`src/rtl/rdq_pkg.sv`:
```
package rdq_pkg;

  localparam int unsigned OpcodeWidth = 3;
  localparam int unsigned DataWidth   = 8;
  localparam int unsigned RotWidth    = 9;

  localparam logic [OpcodeWidth-1:0] OP_PUSH_FRONT = 3'd0;
  localparam logic [OpcodeWidth-1:0] OP_PUSH_BACK  = 3'd1;
  localparam logic [OpcodeWidth-1:0] OP_POP_FRONT  = 3'd2;
  localparam logic [OpcodeWidth-1:0] OP_POP_BACK   = 3'd3;
  localparam logic [OpcodeWidth-1:0] OP_ROTATE     = 3'd4;
  localparam logic [OpcodeWidth-1:0] OP_REVERSE    = 3'd5;

endpackage

```
`src/rtl/ring_deque_rotate_reverse.sv`:
```
// Byte deque held in a circular store of DEPTH entries.
// Input channel (in_valid_i / in_stall_o) carries one operation per item:
// push front/back, pop front/back, rotate by a signed amount, reverse.
// Output channel (out_valid_o / out_stall_i) returns one result item per
// operation: ok flag, popped byte (zero unless a pop succeeded), item count.
// One operation is in work at a time; in_stall_o stays high until its result
// is loaded into the output register.
// Steps from accept to result:
//   push, refused ops, unused codes, trivial rotate/reverse: from S_IDLE
//   pop: S_IDLE fetch, S_POP report (registered memory read)
//   rotate: S_DIV, S_FIX, then S_ROT_RD/S_ROT_WR for k items, k = rotate_by mod count;
//     the shared subtractor reduces the amount one count per cycle, then each
//     item moves front to back in a read state and a write state.
//   reverse: floor(count / 2) swaps of S_REV_RD, S_REV_WA, S_REV_WZ; each swap
//     needs two writes on the single memory write port after one dual-port read.
// Reset clears head, tail and count; store contents are left as they are.
// When the receiver stalls, the result holds in the output register and a
// new item is taken once that register drains.
module ring_deque_rotate_reverse
  import rdq_pkg::*;
#(
  parameter int unsigned DEPTH = 64
) (
  input  logic                             clk_i,
  input  logic                             rst_ni,
  input  logic                             in_valid_i,
  output logic                             in_stall_o,
  input  logic [OpcodeWidth-1:0]           opcode_i,
  input  logic [DataWidth-1:0]             data_in_i,
  input  logic signed [RotWidth-1:0]       rotate_by_i,
  output logic                             out_valid_o,
  input  logic                             out_stall_i,
  output logic                             ok_o,
  output logic [DataWidth-1:0]             data_out_o,
  output logic [$clog2(DEPTH+1)-1:0]       item_count_o
);

  localparam int unsigned IW = $clog2(DEPTH);
  localparam int unsigned CW = $clog2(DEPTH + 1);
  localparam int unsigned MW = (CW > RotWidth) ? CW : RotWidth;

  localparam logic [3:0] S_IDLE   = 4'd0;
  localparam logic [3:0] S_POP    = 4'd1;
  localparam logic [3:0] S_DIV    = 4'd2;
  localparam logic [3:0] S_FIX    = 4'd3;
  localparam logic [3:0] S_ROT_RD = 4'd4;
  localparam logic [3:0] S_ROT_WR = 4'd5;
  localparam logic [3:0] S_REV_RD = 4'd6;
  localparam logic [3:0] S_REV_WA = 4'd7;
  localparam logic [3:0] S_REV_WZ = 4'd8;

  function automatic logic [IW-1:0] idx_inc(input logic [IW-1:0] i);
    return (i == IW'(DEPTH - 1)) ? '0 : i + 1'b1;
  endfunction

  function automatic logic [IW-1:0] idx_dec(input logic [IW-1:0] i);
    return (i == '0) ? IW'(DEPTH - 1) : i - 1'b1;
  endfunction

  logic [3:0]           state_q, state_d;
  logic [IW-1:0]        head_q, head_d, tail_q, tail_d;
  logic [IW-1:0]        ptr_a_q, ptr_a_d, ptr_z_q, ptr_z_d;
  logic [CW-1:0]        count_q, count_d;
  logic [MW-1:0]        rem_q, rem_d;
  logic                 neg_q, neg_d;
  logic                 out_valid_q, out_valid_d;
  logic                 ok_q, ok_d;
  logic [DataWidth-1:0] dout_q, dout_d;
  logic [CW-1:0]        ocnt_q, ocnt_d;

  logic [DataWidth-1:0] mem_q [DEPTH];
  logic [DataWidth-1:0] rd_a_q, rd_b_q;
  logic                 we, re_a, re_b;
  logic [IW-1:0]        waddr, raddr_a, raddr_b;
  logic [DataWidth-1:0] wdata;

  logic                 in_accept;
  logic [RotWidth-1:0]  rot_raw, rot_mag;
  logic [MW-1:0]        cnt_ext;
  logic [MW-1:0]        sub_a, sub_b, sub_diff;
  logic                 sub_borrow;

  assign in_stall_o = (state_q != S_IDLE) || (out_valid_q && out_stall_i);
  assign in_accept  = in_valid_i && !in_stall_o;

  assign rot_raw = $unsigned(rotate_by_i);
  assign rot_mag = rot_raw[RotWidth-1] ? (~rot_raw + 1'b1) : rot_raw;
  assign cnt_ext = MW'(count_q);

  // Shared subtractor: amount reduction, negative correction, step counting
  always_comb begin
    unique case (state_q)
      S_DIV: begin
        sub_a = rem_q;
        sub_b = cnt_ext;
      end
      S_FIX: begin
        sub_a = cnt_ext;
        sub_b = rem_q;
      end
      default: begin
        sub_a = rem_q;
        sub_b = MW'(1);
      end
    endcase
  end
  assign {sub_borrow, sub_diff} = {1'b0, sub_a} - {1'b0, sub_b};

  always_comb begin
    state_d  = state_q;
    head_d   = head_q;
    tail_d   = tail_q;
    ptr_a_d  = ptr_a_q;
    ptr_z_d  = ptr_z_q;
    count_d  = count_q;
    rem_d    = rem_q;
    neg_d    = neg_q;
    ok_d     = ok_q;
    dout_d   = dout_q;
    ocnt_d   = ocnt_q;
    out_valid_d = out_valid_q && out_stall_i;
    we      = 1'b0;
    waddr   = head_q;
    wdata   = data_in_i;
    re_a    = 1'b0;
    re_b    = 1'b0;
    raddr_a = head_q;
    raddr_b = tail_q;

    unique case (state_q)
      S_IDLE: begin
        if (in_accept) begin
          // Default result: refused, count unchanged
          out_valid_d = 1'b1;
          ok_d   = 1'b0;
          dout_d = '0;
          ocnt_d = count_q;
          unique case (opcode_i) inside
            OP_PUSH_FRONT, OP_PUSH_BACK: begin
              if (count_q != CW'(DEPTH)) begin
                we      = 1'b1;
                ok_d    = 1'b1;
                count_d = count_q + 1'b1;
                ocnt_d  = count_q + 1'b1;
                if (count_q == '0) begin
                  waddr  = head_q;
                  tail_d = head_q;
                end else if (opcode_i == OP_PUSH_FRONT) begin
                  waddr  = idx_dec(head_q);
                  head_d = idx_dec(head_q);
                end else begin
                  waddr  = idx_inc(tail_q);
                  tail_d = idx_inc(tail_q);
                end
              end
            end
            OP_POP_FRONT, OP_POP_BACK: begin
              if (count_q != '0) begin
                // Fetch now, report next cycle
                out_valid_d = 1'b0;
                re_a    = 1'b1;
                raddr_a = (opcode_i == OP_POP_FRONT) ? head_q : tail_q;
                count_d = count_q - 1'b1;
                if (count_q != CW'(1)) begin
                  if (opcode_i == OP_POP_FRONT) begin
                    head_d = idx_inc(head_q);
                  end else begin
                    tail_d = idx_dec(tail_q);
                  end
                end
                state_d = S_POP;
              end
            end
            OP_ROTATE: begin
              ok_d = 1'b1;
              if (count_q != '0) begin
                out_valid_d = 1'b0;
                rem_d   = MW'(rot_mag);
                neg_d   = rot_raw[RotWidth-1];
                state_d = S_DIV;
              end
            end
            OP_REVERSE: begin
              ok_d = 1'b1;
              if (count_q > CW'(1)) begin
                out_valid_d = 1'b0;
                rem_d   = MW'(count_q >> 1);
                ptr_a_d = head_q;
                ptr_z_d = tail_q;
                state_d = S_REV_RD;
              end
            end
            default: begin
            end
          endcase
        end
      end
      S_POP: begin
        out_valid_d = 1'b1;
        ok_d    = 1'b1;
        dout_d  = rd_a_q;
        ocnt_d  = count_q;
        state_d = S_IDLE;
      end
      S_DIV: begin
        if (!sub_borrow) begin
          rem_d = sub_diff;
        end else begin
          state_d = S_FIX;
        end
      end
      S_FIX: begin
        // Negative amount: turn the remainder into a forward step count
        if (neg_q && rem_q != '0) begin
          rem_d = sub_diff;
        end
        state_d = S_ROT_RD;
      end
      S_ROT_RD: begin
        if (rem_q == '0) begin
          out_valid_d = 1'b1;
          ok_d    = 1'b1;
          dout_d  = '0;
          ocnt_d  = count_q;
          state_d = S_IDLE;
        end else begin
          re_a    = 1'b1;
          raddr_a = head_q;
          state_d = S_ROT_WR;
        end
      end
      S_ROT_WR: begin
        // Move the front item behind the back
        we      = 1'b1;
        waddr   = idx_inc(tail_q);
        wdata   = rd_a_q;
        tail_d  = idx_inc(tail_q);
        head_d  = idx_inc(head_q);
        rem_d   = sub_diff;
        state_d = S_ROT_RD;
      end
      S_REV_RD: begin
        re_a    = 1'b1;
        re_b    = 1'b1;
        raddr_a = ptr_a_q;
        raddr_b = ptr_z_q;
        state_d = S_REV_WA;
      end
      S_REV_WA: begin
        we      = 1'b1;
        waddr   = ptr_a_q;
        wdata   = rd_b_q;
        state_d = S_REV_WZ;
      end
      S_REV_WZ: begin
        we      = 1'b1;
        waddr   = ptr_z_q;
        wdata   = rd_a_q;
        ptr_a_d = idx_inc(ptr_a_q);
        ptr_z_d = idx_dec(ptr_z_q);
        rem_d   = sub_diff;
        if (rem_q == MW'(1)) begin
          out_valid_d = 1'b1;
          ok_d    = 1'b1;
          dout_d  = '0;
          ocnt_d  = count_q;
          state_d = S_IDLE;
        end else begin
          state_d = S_REV_RD;
        end
      end
      default: begin
        state_d = S_IDLE;
      end
    endcase
  end

  always_ff @(posedge clk_i) begin
    if (we) begin
      mem_q[waddr] <= wdata;
    end
    if (re_a) begin
      rd_a_q <= mem_q[raddr_a];
    end
    if (re_b) begin
      rd_b_q <= mem_q[raddr_b];
    end
  end

  always_ff @(posedge clk_i or negedge rst_ni) begin
    if (!rst_ni) begin
      state_q     <= S_IDLE;
      head_q      <= '0;
      tail_q      <= '0;
      count_q     <= '0;
      out_valid_q <= 1'b0;
    end else begin
      state_q     <= state_d;
      head_q      <= head_d;
      tail_q      <= tail_d;
      count_q     <= count_d;
      out_valid_q <= out_valid_d;
    end
  end

  always_ff @(posedge clk_i) begin
    ptr_a_q <= ptr_a_d;
    ptr_z_q <= ptr_z_d;
    rem_q   <= rem_d;
    neg_q   <= neg_d;
    ok_q    <= ok_d;
    dout_q  <= dout_d;
    ocnt_q  <= ocnt_d;
  end

  assign out_valid_o  = out_valid_q;
  assign ok_o         = ok_q;
  assign data_out_o   = dout_q;
  assign item_count_o = ocnt_q;

`ifndef NO_ASSERTIONS
  a_count_bound: assert property (@(posedge clk_i) disable iff (!rst_ni)
    count_q <= CW'(DEPTH))
    else $error("item count above depth");

  a_push_grows: assert property (@(posedge clk_i) disable iff (!rst_ni)
    in_accept && (opcode_i == OP_PUSH_FRONT || opcode_i == OP_PUSH_BACK)
      && count_q != CW'(DEPTH)
    |=> count_q == $past(count_q) + 1'b1 && out_valid_o && ok_o)
    else $error("push did not add one item");

  a_work_keeps_count: assert property (@(posedge clk_i) disable iff (!rst_ni)
    state_q != S_IDLE |=> $stable(count_q))
    else $error("item count changed during multi-cycle work");

  a_no_result_in_work: assert property (@(posedge clk_i) disable iff (!rst_ni)
    state_q != S_IDLE && state_d != S_IDLE |=> !out_valid_o)
    else $error("result shown before work finished");
`endif

endmodule
```
`config.mk`:
```
export PLATFORM = sky130hd
export DESIGN_NAME = ring_deque_rotate_reverse
export DESIGN_NICKNAME = d
export VERILOG_FILES = /design/src/rtl/rdq_pkg.sv /design/src/rtl/ring_deque_rotate_reverse.sv
export SDC_FILE = /design/constraint.sdc
export NUM_CORES = 1
export LEC_CHECK = 0
export BUFFER_PORTS_ARGS = -buffer_cell sky130_fd_sc_hd__buf_2
export CORE_MARGIN = 2
export CORE_UTILIZATION = 50
export DETAILED_ROUTE_END_ITERATION = 16
export PLACE_DENSITY = 0.68
export REMOVE_ABC_BUFFERS = 1
export SLEW_MARGIN = 20
export SYNTH_ARGS = -nofsm -noshare
export SYNTH_HDL_FRONTEND = slang
export SYNTH_SLANG_ARGS = --single-unit
export TNS_END_PERCENT = 5
```
`constraint.sdc`:
```
create_clock -name clk_i -period 4.65 [get_ports clk_i]
set_input_delay 0.93 -clock clk_i [delete_from_list [all_inputs] [get_ports clk_i]]
set_output_delay 0.93 -clock clk_i [all_outputs]
set_load 0.01 [all_outputs]
```
==> results.toml, run 1 <==
[routing]
wirelength_um = 97800
drt-vias-per-instance = 6.69
dr.pass1.iters = 8
ant_nets = 0
routedWlPerCell_um = 29.3
route.vias.total = 22300
drt_iter0_drc = 3175
drc = 0

[clocking]
cts.sinks = 590
root_buffer = "clkbuf_16"
h-tree-depth = 3
holdBufCountCts = 0
tritoncts = "yes"
cts.path.max_buffers = 3
cts_setup_buffers = 0
clk_latency_ns = 0.63
path_clk_slew_ns = 0.06
numCtsBuffers = 67
cts_resized = 0

[grt]
grt_pass1_wl_um = 144000
track_usage = 0.310
grt-ovfl-total = 0
grt_max_degree = 73
first_global_vias = 21500
antenna_found_initial = 1

[synthesis]
synth-seq-cells = 590
yosys_warnings = 0
synthCells = 2402
synth.avg_cell_area_um2 = 12.7
synth_edf_count = 566
syn_area_mm2 = 0.0305
async_flop_share = 0.0407
synth_seq_area_share = 0.578
synth_cell_type_count = 79
ys.flop_type = "edfxtp_1"

[pwr]
total_power_mw = 23.4
p_comb_frac = 0.470
total_leakage_power_nw = 12.0
clkPwrFrac = 0.231
p_per_area_mw_per_mm2 = 678
swShare = 0.412
seqPwrFrac = 0.299
p_sw_mw = 9.62
p_int_mw = 13.8
ir_drop_uv = 348

[floorplan]
start_util = 0.506
die_area_mm2 = 0.0629
die_h_um = 251
fp.dieW_um = 251
core_mm2 = 0.0602
row_count = 90
ios = 42

[sta]
finalCriticalPeriod_ns = 4.34
fin_skew_ns = 0.0257
slew_headroom = 0.290
tightest_slew_ns = 1.06
setup_slack_ns = 0.307
rsz0062_at_grt = "no"
hold_viol_final = 0
drv_slew = 0
fmax_mhz = 230
fin_crit_sh = 0.934
setup_viol = 0

[place]
port-buffer-count = 41
placed_area_mm2 = 0.0323
dp_cells = 3210
pre_cts_slack_ns = 0.187
gp_congestion = 0.986
hpwlAfterDp_um = 65500

[hold_path]
hp-class = "primary input to async pin"

[layout]
drive_gt1_frac = 0.192
layout.nets = 2542
multiInputGateArea_mm2 = 0.0120
final_area_mm2 = 0.0345
seqCellArea_mm2 = 0.0176
antenna_cells = 0
areaGrowthSynthToFinish_pct = 13.2
fin_cells = 3334
fill_cells = 4802

[outcome]
status = "complete, no violations"

[setup_path]
cpPeakStageDelay_ns = 0.56
critPathTopFamily = "compound AO/OA/AOI/OAI gates"
crit_path_end_kind = "flop"
criticalPathCategory = "flop to flop"
path_buf_inv = 2
cp_max_fo = 12
cp_slowest_cell = "dfrtp_1"
cp_cell_sequence = "nand4bb_1, buf_4, a21oi_4, buf_4, mux4_2, and2_1, a211oi_1, a311oi_1, a21oi_1, a21oi_1"
critPathRequiredTime_ns = 4.97
crit_path_start_kind = "flop"
cp.arrival_ns = 4.66

[flow_run]
drv_cap = 0
[metal layers]
metal	wire [um]	GRT usage	share of wire	vias up
li1	-	-	-	9524
met1	37900	0.423	0.39	11200
met2	45600	0.491	0.47	1377
met3	10000	0.0649	0.10	236
met4	4150	0.120	0.042	2
met5	52	0	0.00053	-
[sequential cells by signal (all words and copies together) (netlist names), 7 cells and up]
register	cells
data_out_o	8
mem_q	512
rd_a_q	8
item_count_o	7
count_q	7
rem_q	9
rd_b_q	8
[area by class of cell]
cell class | instances | share of cell area
multi-input cells | 1616 | 0.348
flip-flops and latches | 590 | 0.510
well taps | 782 | 0.0284
repair buffers | 200 | 0.0467
clock buffers | 86 | 0.0525
clock inverters | 38 | 0.0120
inverters | 22 | 0.00239
[power by group through the flow]
stage,clock network [mW],registers (mW),logic (mW)
floorplan,0,6.95,6.68
global route,5.64,7.02,11.5
global placement,0,7.06,10.6
finish,5.40,6.98,11.0
detailed placement,0,7.07,10.7
CTS,5.44,6.96,10.7
[cells in the mapped netlist (8+ instances only)]
master | count | area share
edfxtp_1 | 566 | 0.56
nand2_1 | 450 | 0.055
a21oi_1 | 140 | 0.023
mux4_2 | 128 | 0.095
nor2_1 | 122 | 0.015
mux2i_1 | 111 | 0.036
clkbuf_1 | 88 | 0.011
o21ai_0 | 69 | 0.011
a211oi_1 | 62 | 0.015
and2_1 | 50 | 0.010
buf_2 | 41 | 0.0067
nand3_1 | 30 | 0.0049
a31oi_1 | 25 | 0.0051
and3_1 | 24 | 0.0049
dfrtp_1 | 24 | 0.020
o221a_1 | 24 | 0.0089
or4_1 | 24 | 0.0059
o22ai_1 | 23 | 0.0047
xnor2_1 | 23 | 0.0066
inv_1 | 21 | 0.0026
nor3_1 | 21 | 0.0035
a22oi_1 | 20 | 0.0049
ha_1 | 20 | 0.0082
a32oi_1 | 19 | 0.0055
buf_4 | 19 | 0.0047
a311oi_1 | 16 | 0.0046
a31o_2 | 16 | 0.0046
a32o_1 | 16 | 0.0053
nor2b_1 | 16 | 0.0033
o21ai_1 | 16 | 0.0026
buf_6 | 15 | 0.0055
mux2_2 | 12 | 0.0044
o211ai_1 | 12 | 0.0030
xor2_1 | 12 | 0.0035
nand2b_1 | 11 | 0.0023
buf_1 | 9 | 0.0011
nand4b_1 | 9 | 0.0026
o32a_1 | 9 | 0.0030
o32ai_1 | 9 | 0.0026
o221a_2 | 8 | 0.0030
[placed cells by master, fill, tap and decap left out, types with 21 or more instances in the layout]
cell       count
nor2_1       122
xnor2_1       23
or4_1         24
and2_1        48
o21ai_0       69
mux2i_1      110
nand3_1       30
a31oi_1       25
buf_2         41
mux4_2       128
and3_1        24
nor3_1        21
inv_1         21
clkbuf_16     69
a211oi_1      61
nand2_1      440
dfrtp_1       24
o221a_1       24
o22ai_1       23
a21oi_1      137
buf_4        142
edfxtp_1     566
[stage by stage]
step / setup TNS (ns) / utilization / hold slack (ns)
2_1_floorplan: -111.68 / - / 0.525
3_3_place_gp: 0 / 0.535 / 0.617
3_5_place_dp: 0 / 0.535 / 0.630
4_1_cts: 0 / 0.572 / 0.344
5_1_grt: 0 / 0.572 / 0.360
6_report: 0 / 0.572 / 0.318
[cells by family (layout without fill, tap and decap cells)]
family          Yosys count  in the layout  synth area share
mux                     251            251             0.136
flops                   590            590             0.578
compound gates          523            523             0.119
xor+xnor                 35             35            0.0101
fa+ha+maj                21             21           0.00887
buf+inv                 196            346            0.0325
simple gates            786            786             0.116
[final timing paths]
check	from	to	slack, ns	depth (start not counted)
setup reg to reg	state_q[1]$_DFFE_PN0P_	rd_b_q[7]$_DFFE_PP_	0.31	10
setup / recovery	state_q[1]$_DFFE_PN0P_	rd_b_q[7]$_DFFE_PP_	0.31	10
hold reg to reg	count_q[0]$_DFFE_PN0P_	count_q[0]$_DFFE_PN0P_	0.64	1
min in group clk_i	rotate_by_i[8]	neg_q$_DFFE_PP_	0.64	1
hold / removal	rst_ni	out_valid_o$_DFF_PN0_	0.32	1
max in group asynchronous	rst_ni	head_q[5]$_DFFE_PN0P_	3.90	1
Note: power is estimated with default switching activity, not from simulation.
==> run 2: changes to the inputs <==
- ABC_AREA: default -> 1
- CTS_CLUSTER_SIZE: default -> 28
==> run 2 against run 1 <==
Compared with the run above:
- die area increased by 8.1%
- clock skew is 0.0013 ns lower
- non-clock buffer count shrank 41
- first-iteration DRC count up 39%
- area after synthesis grew 8.2%
- utilization fell by 1.4 points
- final cell count rose by 38%
- sequential cell count did not move
- clock power up 0.9%
- sequential share of layout area is 2.9 points lower
- largest power group is now registers
==> results.toml, run 2 <==
[floorplan]
die_area_mm2 = 0.0680
die_h_um = 261
ios = 42
core_mm2 = 0.0655
row_count = 94
fp.dieW_um = 261
start_util = 0.503

[sta]
slew_headroom = 0.228
setup_slack_ns = 0.537
fin_crit_sh = 0.885
hold_viol_final = 0
rsz0062_at_grt = "no"
fmax_mhz = 243
drv_slew = 0
fin_skew_ns = 0.0244
tightest_slew_ns = 1.16
setup_viol = 0
finalCriticalPeriod_ns = 4.11

[grt]
grt-ovfl-total = 0
grt_max_degree = 167
track_usage = 0.318
antenna_found_initial = 3
first_global_vias = 26400
grt_pass1_wl_um = 163000

[layout]
final_cell_mix = "nand3_1, nand2_1, edfxtp_1"
seqCellArea_mm2 = 0.0176
layout.nets = 3720
fill_cells = 5791
drive_gt1_frac = 0.0939
top_regs = "mem_q: 512 flops, rem_q: 9 flops"
top_register = "mem_q"
final_common_cell = "nand3_1"
multiInputGateArea_mm2 = 0.0129
areaGrowthSynthToFinish_pct = 10.9
largest_register_ffs = 512

[hold_path]
hp-class = "primary input to async pin"

[routing]
drt-vias-per-instance = 6.22
drt_iter0_drc = 4408
drc = 0
route.vias.total = 28500
wirelength_um = 109000
ant_nets = 0
dr.pass1.iters = 6
routedWlPerCell_um = 23.7

[clocking]
h-tree-depth = 3
cts_setup_buffers = 0
numCtsBuffers = 67
root_buffer = "clkbuf_16"
tritoncts = "yes"
cts_resized = 0
clk_latency_ns = 0.61
path_clk_slew_ns = 0.06
cts.path.max_buffers = 3
holdBufCountCts = 0
cts.sinks = 590

[synthesis]
synthCells = 3705
syn_area_mm2 = 0.0330
async_flop_share = 0.0407
synth.avg_cell_area_um2 = 8.89
ys.flop_type = "edfxtp_1"
synth-seq-cells = 590
synth.area.top_cells = "edfxtp_1, nand3_1, nand2_1"
synth_top_family_by_area = "simple AND/OR/NAND/NOR gates"
yosysTopAreaCell = "edfxtp_1"
synth_compound_area_frac = 0.118
post_synth_and_or_nand_nor_area_fraction = 0.251
synth_seq_area_share = 0.534
yosys_warnings = 0
synthMuxAreaShare = 0.000304
synthTopCellsByCount = "nand3_1, nand2_1, edfxtp_1"
synth_xor_area_frac = 0.00797
synth_most_common_cell = "nand3_1"
synth_edf_count = 566
synth-adder-area-share = 0.00820
synth_cell_type_count = 64
synth_top_area_frac = 0.516

[place]
pre_cts_slack_ns = 0.603
gp_congestion = 0.972
port-buffer-count = 41
hpwlAfterDp_um = 67800

[setup_path]
crit_path_start_kind = "flop"
cp_cell_sequence = "inv_1, ha_1, inv_1, nor2_1, nand3_1, buf_4, nand2_1, clkinv_1, o21ai_4, inv_4, o21ai_2, nand3_1, nor2_1"
path_buf_inv = 5
critPathRequiredTime_ns = 4.87
cpPeakStageDelay_ns = 0.75
cp.arrival_ns = 4.34
cp_slowest_cell = "nor2_1"
critPathTopFamily = "simple AND/OR/NAND/NOR gates"
crit_path_end_kind = "flop"
criticalPathCategory = "flop to flop"
cp_max_fo = 8

[pwr]
total_power_mw = 11.2
ir_drop_uv = 217
total_leakage_power_nw = 14.3
p_per_area_mw_per_mm2 = 308

[flow_run]
drv_cap = 0

[outcome]
status = "complete, no violations"
-- run 2: per-stage QoR --
stage | hold slack [ns] | utilization | TNS (ns) | cells | cell area (um^2)
4_1_cts | 0.346 | 0.558 | 0 | 4591 | 36600
3_3_place_gp | 0.529 | 0.524 | 0 | 4470 | 34300
5_1_grt | 0.382 | 0.558 | 0 | 4592 | 36600
2_1_floorplan | 0.499 | - | -55.30 | 3447 | 31700
3_5_place_dp | 0.538 | 0.524 | 0 | 4470 | 34300
6_report | 0.351 | 0.558 | 0 | 4592 | 36600
-- run 2: report_power, final --
group          internal, mW  total, mW  leakage [nW]         switching (mW)
clock network          3.27       5.45          1.09                   2.17
logic                0.0182     0.0619          7.76                 0.0437
registers              5.74       5.74          5.41  0.0000000000000000192
total                  9.03       11.2          14.3                   2.22
-- run 2: final cells by class --
type / count / area share
Antenna cell: 1 / 0.0000685
Clock inverter: 39 / 0.0122
Timing Repair Buffer: 159 / 0.0360
Inverter: 369 / 0.0382
Clock buffer: 82 / 0.0494
Sequential cell: 590 / 0.481
Tap cell: 864 / 0.0296
Multi-Input combinational cell: 2488 / 0.353
-- run 2: final timing paths --
kind	to	slack (ns)	startpoint	cells past startpoint
worst max-delay path	mem_q[54][3]$_DFFE_PP_	0.54	count_q[1]$_DFFE_PN0P_	13
worst min-delay path	count_q[2]$_DFFE_PN0P_	0.35	rst_ni	1
worst max register to register	mem_q[54][3]$_DFFE_PP_	0.54	count_q[1]$_DFFE_PN0P_	13
worst min register to register	count_q[1]$_DFFE_PN0P_	0.55	count_q[1]$_DFFE_PN0P_	2
max in group asynchronous	head_q[1]$_DFFE_PN0P_	3.85	rst_ni	1
min in group clk_i	count_q[1]$_DFFE_PN0P_	0.55	count_q[1]$_DFFE_PN0P_	2
-- run 2: cells by family (layout without fill, tap and decap cells) --
| logic type | after synthesis | in the layout |
|---|---|---|
| buf+inv | 627 | 649 |
| compound gates | 627 | 627 |
| other cells | 0 | 1 |
| mux | 1 | 1 |
| fa+ha+maj | 21 | 21 |
| xor+xnor | 30 | 30 |
| flops | 590 | 590 |
| simple gates | 1809 | 1809 |
-- run 2: per-layer routing --
layer | vias up | track usage | wire length [um]
li1 | 12900 | - | -
met1 | 13500 | 0.435 | 43200
met2 | 1822 | 0.493 | 48600
met3 | 296 | 0.0726 | 12800
met4 | 4 | 0.123 | 4240
met5 | - | 0 | 26
